===== src/sv/pli_pkg.sv =====
package pli_pkg;

   localparam int CAPACITY   = 16;
   localparam int ELEM_WIDTH = 32;

   localparam int MODE_W   = 3;
   localparam int POS_W    = 5;
   localparam int VALUE_W  = 32;
   localparam int STATUS_W = 2;
   localparam int LEN_W    = 5;

   localparam int CNT_W = $clog2(CAPACITY + 1);
   localparam int IDX_W = $clog2(CAPACITY);
   localparam int CMP_W = ((CNT_W > POS_W) ? CNT_W : POS_W) + 1;

   localparam logic [MODE_W-1:0] MODE_ADD_FRONT = 3'd0;
   localparam logic [MODE_W-1:0] MODE_ADD_REAR  = 3'd1;
   localparam logic [MODE_W-1:0] MODE_ADD_POS   = 3'd2;
   localparam logic [MODE_W-1:0] MODE_DEL_FRONT = 3'd3;
   localparam logic [MODE_W-1:0] MODE_DEL_REAR  = 3'd4;
   localparam logic [MODE_W-1:0] MODE_DEL_POS   = 3'd5;

   localparam logic [STATUS_W-1:0] ST_OK        = 2'd0;
   localparam logic [STATUS_W-1:0] ST_UNDERFLOW = 2'd1;
   localparam logic [STATUS_W-1:0] ST_RANGE     = 2'd2;
   localparam logic [STATUS_W-1:0] ST_FULL      = 2'd3;

   typedef struct packed {
      logic [MODE_W-1:0]  mode;
      logic [POS_W-1:0]   position;
      logic [VALUE_W-1:0] value;
   } req_type;

   typedef struct packed {
      logic [STATUS_W-1:0] status;
      logic [VALUE_W-1:0]  removed_value;
      logic [LEN_W-1:0]    length;
   } rsp_type;

   typedef enum logic [1:0] {
      CELL_HOLD,
      CELL_LOAD,
      CELL_FROM_PREV,
      CELL_FROM_NEXT
   } cell_op_type;

   typedef struct packed {
      logic [STATUS_W-1:0] status;
      logic                do_ins;
      logic                do_del;
      logic [IDX_W-1:0]    idx;
      logic [CNT_W-1:0]    held_in;
   } ctrl_type;

endpackage


===== src/sv/pli_req_if.sv =====
interface pli_req_if
   import pli_pkg::*;
   ();
   logic    valid;
   logic    ready;
   req_type payload;

   modport source (output valid, output payload, input ready);
   modport sink (input valid, input payload, output ready);
endinterface


===== src/sv/pli_rsp_if.sv =====
interface pli_rsp_if
   import pli_pkg::*;
   ();
   logic    valid;
   logic    ready;
   rsp_type payload;

   modport source (output valid, output payload, input ready);
   modport sink (input valid, input payload, output ready);
endinterface


===== src/sv/pli_cell.sv =====
module pli_cell
   import pli_pkg::*;
(
   input  logic                  clock,
   input  cell_op_type           op,
   input  logic [ELEM_WIDTH-1:0] load_data,
   input  logic [ELEM_WIDTH-1:0] prev_data,
   input  logic [ELEM_WIDTH-1:0] next_data,
   output logic [ELEM_WIDTH-1:0] data
);

   logic [ELEM_WIDTH-1:0] data_ff;
   logic [ELEM_WIDTH-1:0] data_in;

   always_comb begin
      case (op)
         CELL_LOAD:      data_in = load_data;
         CELL_FROM_PREV: data_in = prev_data;
         CELL_FROM_NEXT: data_in = next_data;
         default:        data_in = data_ff;
      endcase
   end

   always_ff @(posedge clock) begin
      data_ff <= data_in;
   end

   assign data = data_ff;

endmodule


===== src/sv/pli_ctrl.sv =====
module pli_ctrl
   import pli_pkg::*;
(
   input  logic [MODE_W-1:0] mode,
   input  logic [POS_W-1:0]  position,
   input  logic [CNT_W-1:0]  held,
   output ctrl_type          ctrl
);

   localparam logic [CMP_W-1:0] CAP_X = CMP_W'(CAPACITY);
   localparam logic [CMP_W-1:0] ONE_X = CMP_W'(1);

   logic [CMP_W-1:0] held_x;
   logic [CMP_W-1:0] pos_x;
   logic [CMP_W-1:0] idx_x;

   assign held_x = CMP_W'(held);
   assign pos_x  = CMP_W'(position);

   always_comb begin
      ctrl.status = ST_OK;
      ctrl.do_ins = 1'b0;
      ctrl.do_del = 1'b0;
      idx_x       = '0;
      unique case (mode) inside
         MODE_ADD_FRONT, MODE_ADD_REAR: begin
            if (held_x >= CAP_X) begin
               ctrl.status = ST_FULL;
            end else begin
               ctrl.do_ins = 1'b1;
               idx_x       = (mode == MODE_ADD_FRONT) ? '0 : held_x;
            end
         end
         MODE_ADD_POS: begin
            // range is checked before fullness
            if (pos_x == '0 || pos_x > held_x + ONE_X) begin
               ctrl.status = ST_RANGE;
            end else if (held_x >= CAP_X) begin
               ctrl.status = ST_FULL;
            end else begin
               ctrl.do_ins = 1'b1;
               idx_x       = pos_x - ONE_X;
            end
         end
         MODE_DEL_FRONT, MODE_DEL_REAR: begin
            if (held_x == '0) begin
               ctrl.status = ST_UNDERFLOW;
            end else begin
               ctrl.do_del = 1'b1;
               idx_x       = (mode == MODE_DEL_FRONT) ? '0 : held_x - ONE_X;
            end
         end
         MODE_DEL_POS: begin
            if (pos_x == '0 || pos_x > held_x) begin
               ctrl.status = ST_RANGE;
            end else begin
               ctrl.do_del = 1'b1;
               idx_x       = pos_x - ONE_X;
            end
         end
         default: begin
            ctrl.status = ST_OK;
         end
      endcase
      ctrl.idx = idx_x[IDX_W-1:0];
      if (ctrl.do_ins) begin
         ctrl.held_in = held + CNT_W'(1);
      end else if (ctrl.do_del) begin
         ctrl.held_in = held - CNT_W'(1);
      end else begin
         ctrl.held_in = held;
      end
   end

endmodule


===== src/sv/positional_list_insert_delete.sv =====
// Bounded ordered list held in a row of CAPACITY cells, cell 0 the front.
// Every request word (insert front/rear/before a position, delete
// front/rear/at a position) returns one response word with a status, the
// removed element and the new length. One request is taken per clock while the
// response side keeps up: all cells at or after the target position shift by
// one place toward the rear (insert) or the front (delete) in the same cycle,
// so the response appears in the cycle after the request is taken. The
// response sits in an output register, and a new request is taken while it is
// being read out; a response that is not taken stalls the request side.
module positional_list_insert_delete
   import pli_pkg::*;
(
   input logic clock,
   input logic reset,
   pli_req_if.sink   req,
   pli_rsp_if.source rsp
);

   logic [CNT_W-1:0] held_ff;
   logic             rsp_valid_ff;
   rsp_type          rsp_payload_ff;

   logic                  req_fire;
   ctrl_type              ctrl;
   logic [ELEM_WIDTH-1:0] elem_in;
   logic [ELEM_WIDTH-1:0] cell_data [CAPACITY];
   cell_op_type           cell_op [CAPACITY];
   rsp_type               rsp_payload_in;

   assign req.ready = !reset && (!rsp_valid_ff || rsp.ready);
   assign req_fire  = req.valid && req.ready;
   assign elem_in   = ELEM_WIDTH'(req.payload.value);

   pli_ctrl u_ctrl (
      .mode     (req.payload.mode),
      .position (req.payload.position),
      .held     (held_ff),
      .ctrl     (ctrl)
   );

   for (genvar i = 0; i < CAPACITY; i++) begin : g_cell
      logic [ELEM_WIDTH-1:0] prev_data;
      logic [ELEM_WIDTH-1:0] next_data;

      if (i == 0) begin : g_front
         assign prev_data = elem_in;
      end else begin : g_inner_prev
         assign prev_data = cell_data[i-1];
      end

      if (i == CAPACITY - 1) begin : g_rear
         assign next_data = '0;
      end else begin : g_inner_next
         assign next_data = cell_data[i+1];
      end

      always_comb begin
         cell_op[i] = CELL_HOLD;
         if (req_fire && ctrl.do_ins) begin
            if (IDX_W'(i) == ctrl.idx) begin
               cell_op[i] = CELL_LOAD;
            end else if (IDX_W'(i) > ctrl.idx) begin
               cell_op[i] = CELL_FROM_PREV;
            end
         end else if (req_fire && ctrl.do_del) begin
            if (IDX_W'(i) >= ctrl.idx) begin
               cell_op[i] = CELL_FROM_NEXT;
            end
         end
      end

      pli_cell u_cell (
         .clock     (clock),
         .op        (cell_op[i]),
         .load_data (elem_in),
         .prev_data (prev_data),
         .next_data (next_data),
         .data      (cell_data[i])
      );
   end

   always_comb begin
      rsp_payload_in.status        = ctrl.status;
      rsp_payload_in.removed_value = ctrl.do_del ? VALUE_W'(cell_data[ctrl.idx]) : '0;
      rsp_payload_in.length        = LEN_W'(ctrl.held_in);
   end

   always_ff @(posedge clock) begin
      if (reset) begin
         held_ff      <= '0;
         rsp_valid_ff <= 1'b0;
      end else begin
         if (req_fire) begin
            held_ff        <= ctrl.held_in;
            rsp_valid_ff   <= 1'b1;
            rsp_payload_ff <= rsp_payload_in;
         end else if (rsp.ready) begin
            rsp_valid_ff <= 1'b0;
         end
      end
   end

   assign rsp.valid   = rsp_valid_ff;
   assign rsp.payload = rsp_payload_ff;

endmodule


===== src/flat_wrapper.sv =====
// flat-port wrapper written by rule: the top's interface ports become plain ports
module positional_list_insert_delete_flat import pli_pkg::*;
  (clock, reset, req_valid, req_payload, req_ready, rsp_valid, rsp_payload, rsp_ready);
  pli_req_if req_i ();
  pli_rsp_if rsp_i ();
  input logic clock;
  input logic reset;
  input wire logic [$bits(req_i.valid)-1:0] req_valid;
  input wire logic [$bits(req_i.payload)-1:0] req_payload;
  output wire logic [$bits(req_i.ready)-1:0] req_ready;
  output wire logic [$bits(rsp_i.valid)-1:0] rsp_valid;
  output wire logic [$bits(rsp_i.payload)-1:0] rsp_payload;
  input wire logic [$bits(rsp_i.ready)-1:0] rsp_ready;
  assign req_i.valid = req_valid;
  assign req_i.payload = req_payload;
  assign req_ready = req_i.ready;
  assign rsp_valid = rsp_i.valid;
  assign rsp_payload = rsp_i.payload;
  assign rsp_i.ready = rsp_ready;
  positional_list_insert_delete u_core (.clock(clock), .reset(reset), .req(req_i), .rsp(rsp_i));
endmodule

===== config.mk =====
export PLATFORM = sky130hd
export DESIGN_NAME = positional_list_insert_delete_flat
export DESIGN_NICKNAME = d
export VERILOG_FILES = /design/src/sv/pli_pkg.sv /design/src/sv/pli_req_if.sv /design/src/sv/pli_rsp_if.sv /design/src/sv/pli_cell.sv /design/src/sv/pli_ctrl.sv /design/src/sv/positional_list_insert_delete.sv /design/src/flat_wrapper.sv
export SDC_FILE = /design/constraint.sdc
export NUM_CORES = 1
export LEC_CHECK = 0
export ABC_CLOCK_PERIOD_IN_PS = 16700
export BUFFER_PORTS_ARGS = -buffer_cell sky130_fd_sc_hd__buf_2
export CAP_MARGIN = 20
export CORE_MARGIN = 1.5
export CORE_UTILIZATION = 36
export DETAILED_ROUTE_END_ITERATION = 12
export HOLD_SLACK_MARGIN = 0.1
export PLACE_DENSITY_LB_ADDON = 0.12
export SYNTH_ARGS = -nofsm -noshare
export SYNTH_HDL_FRONTEND = slang
export SYNTH_SLANG_ARGS = --single-unit
export TNS_END_PERCENT = 10

===== constraint.sdc =====
create_clock -name clock -period 16.7 [get_ports clock]
set_clock_uncertainty 0.05 [all_clocks]
set_input_delay 3.34 -clock clock [delete_from_list [all_inputs] [get_ports clock]]
set_output_delay 3.34 -clock clock [all_outputs]
set_load 0.02 [all_outputs]

==> results.yml <==
outcome:
  outcome: "finished clean"
floorplanning:
  start_util_pct: 36.2
  fp.dieW_microns: 306
  ios: 85
  dieArea_sq_um: 93800
  dieHeight_microns: 306
  core-area_sq_um: 91400
  row_count: 111
yosys:
  synth-seq-cells: 557
  synthCells: 2760
  ys_warn_count: 0
  yosysSeqAreaShare_pct: 50.3
  synth_cell_type_count: 82
  yosys.area.top_type: "edfxtp_1"
  synth-main-ff-cell: "edfxtp_1"
  ys_async_sr_fraction_pct: 0
  syn_nets: 2817
  netlist.area_leader.share_pct: 50.0
  synth.avg_cell_area_sq_um: 12.0
  synthTopCellsByArea: "edfxtp_1, mux4_2, mux2i_1, a22oi_1, a221o_1"
  synth_edf_count: 551
  synth_area_sq_um: 33100
global_routing:
  grt_overflow: 0
  antenna_found_initial: 13
  grt_start_max_net_pins: 104
  track_usage_pct: 30.2
  grt_pass1_vias: 26400
  grt_first_pass_wirelength_microns: 203000
clocking:
  ctsHoldBuffers: 0
  cts_tree: "built"
  htreeDepth: 3
  post-cts-setup-buffers: 0
  insertion_delay_ps: 640
  cts_made_buffers: 69
  cts_buffer_depth: 3
  path_clk_slew_ps: 60
  root_buffer: "clkbuf_16"
  cts_resized: 0
  numClockSinks: 557
drt:
  dr.pass1.iters: 6
  dr.first_iter.drc_count: 3530
  final_antenna_net_count: 0
  drc: 0
  wl_per_cell_microns: 37.1
  vias: 27100
  drt_wl_total_microns: 145000
  viasPerCell: 6.90
setup_path:
  slowest_delay_ps: 1010
  r2r-start: "u_core.held_ff[2]"
  required_ps: 16950
  cp_max_fo: 103
  crit_start: "req_payload[32]"
  worstSetupStartpointType: "input pin"
  cp_cell_sequence: "buf_2 -> inv_1 -> ha_1 -> or4b_1 -> nand4b_1 -> nor2_1 -> a22o_1 -> nor2_4 -> buf_4 -> buf_12 -> a21o_2 -> and2_2 -> a31oi_1"
  slowest_stage: "a21o_2"
  setup.worst_path.class: "input pin to flop"
  critPathArrivalTime_ps: 8670
  end_kind: "flop"
pwr:
  cellPowerDensity_nw_per_um2: 108
  max-vdd-ir-drop_mv: 0.0731
  p_leak_nw: 11.9
timing:
  final-hold-violation-count: 0
  drv_slew: 0
  whs_ps: 551
  tns_ps: 0
  rsz0062_at_grt: "no"
  period_minus_slack_ps: 8430
  setup_violations: 0
  relSlewSlack_pct: 19.0
  fmax_ghz: 0.119
  fin_crit_sh_pct: 50.5
  timing.final.ws_setup_ps: 8270
  max_slew.worst_pin.slew_ps: 1210
cells_and_area:
  fillers: 8642
  drive_above_1_share_pct: 18.3
  area_growth_pct: 10.5
  multiInputGateArea_sq_um: 15100
  layout.cells.most_common_list: "edfxtp_1, a21oi_1, a22oi_1"
  nets: 2740
  final_common_cell: "edfxtp_1"
  regArea_sq_um: 16700
  final_cell_count_no_fill: 3922
placement:
  dp.cells: 3797
  post-dp-hpwl_microns: 80100
  dpl_worst_slack_ps: 7750
  port_buffers: 84
  gp_congestion: 0.864
hold_path:
  hp-class: "flop to flop"
  hp-start: "u_core.g_cell[14].u_cell.data[6]"
run:
  cap_violations: 0
-- final timing paths --
check                                endpoint  slack, ps  depth (start not counted)
max          u_core.g_cell[5].u_cell.data[14]       8270                         13
min reg2reg  u_core.g_cell[15].u_cell.data[6]        550                          2
max reg2reg  u_core.g_cell[5].u_cell.data[14]       9890                         14
min          u_core.g_cell[15].u_cell.data[6]        550                          2
-- cell type report --
class / count / area share [%]
inverter: 77 / 0.800
antenna: 4 / 0.0274
timing repair buffer: 155 / 2.78
clock inverter: 31 / 0.571
sequential: 557 / 45.5
tap: 1186 / 4.06
multi-input combinational: 1823 / 41.2
clock buffer: 89 / 4.98
-- flip-flops by register name (all words and copies together) (netlist names) --
register                   cells
u_core.rsp.payload            39
u_core.rsp.valid               1
u_core.held_ff                 5
u_core.g_cell.u_cell.data    512
-- worst max-delay path: cells and delay by family --
family	cells	cell delay (ps)
and+or+nand+nor	5	2030
adders and majority gates	1	200
AOI/OAI and AO/OA	3	1470
buffers and inverters	4	1470
-- Yosys cell counts, types with 6 or more instances --
| library cell | number |
|---|---|
| a21o_1 | 6 |
| a21oi_1 | 177 |
| a221o_1 | 95 |
| a22oi_1 | 166 |
| a2bb2oi_1 | 65 |
| a311oi_1 | 32 |
| a31oi_1 | 67 |
| and2_1 | 134 |
| and3_1 | 39 |
| buf_1 | 12 |
| buf_2 | 130 |
| buf_4 | 24 |
| buf_6 | 10 |
| clkbuf_1 | 123 |
| dfxtp_1 | 6 |
| edfxtp_1 | 551 |
| ha_1 | 13 |
| inv_1 | 75 |
| mux2_1 | 8 |
| mux2_2 | 53 |
| mux2i_1 | 164 |
| mux4_2 | 128 |
| nand2_1 | 142 |
| nand3_1 | 38 |
| nor2_1 | 61 |
| nor3_1 | 40 |
| o21ai_0 | 157 |
| o21ai_1 | 17 |
| o22ai_1 | 35 |
| o31ai_1 | 68 |
| or3_1 | 32 |
| xnor2_1 | 8 |
-- metal layers --
layer	GRT usage, %	vias up	part of all wire (%)	routed length, microns
met3	10.6	331	13	18500
met4	10.5	16	3.4	4900
met2	45.1	1948	44	63400
met1	40.6	13900	40	58400
li1	-	10900	-	-
met5	0.672	-	0.13	186
-- through the flow --
stage	instance area, sq um	util, %	power [mW]
detailed placement	34500	37.8	2.53
global placement	34500	37.7	2.52
floorplan	33100	-	2.23
global route	36600	40.0	4.07
CTS	36600	40.0	3.95
finish	36600	40.0	3.97
-- kinds of logic (layout without fill, tap and decap cells) --
group	Yosys count	in the layout	synth area share (%)
buffers and inverters	380	352	5.40
multiplexers	353	353	15.7
AND/OR/NAND/NOR	518	518	8.19
XOR/XNOR	9	9	0.238
adder cells (fa/ha/maj)	13	13	0.491
AO/OA/AOI/OAI	930	930	19.6
flip-flops	557	557	50.3
other	0	4	0
-- power breakdown --
part           leakage [nW]  switching (mW)  internal, mW
Clock                 0.982           0.640         0.799
Sequential             5.08          0.0513          1.65
Combinational          5.88           0.548         0.280
Note: power is estimated with default switching activity, not from simulation.
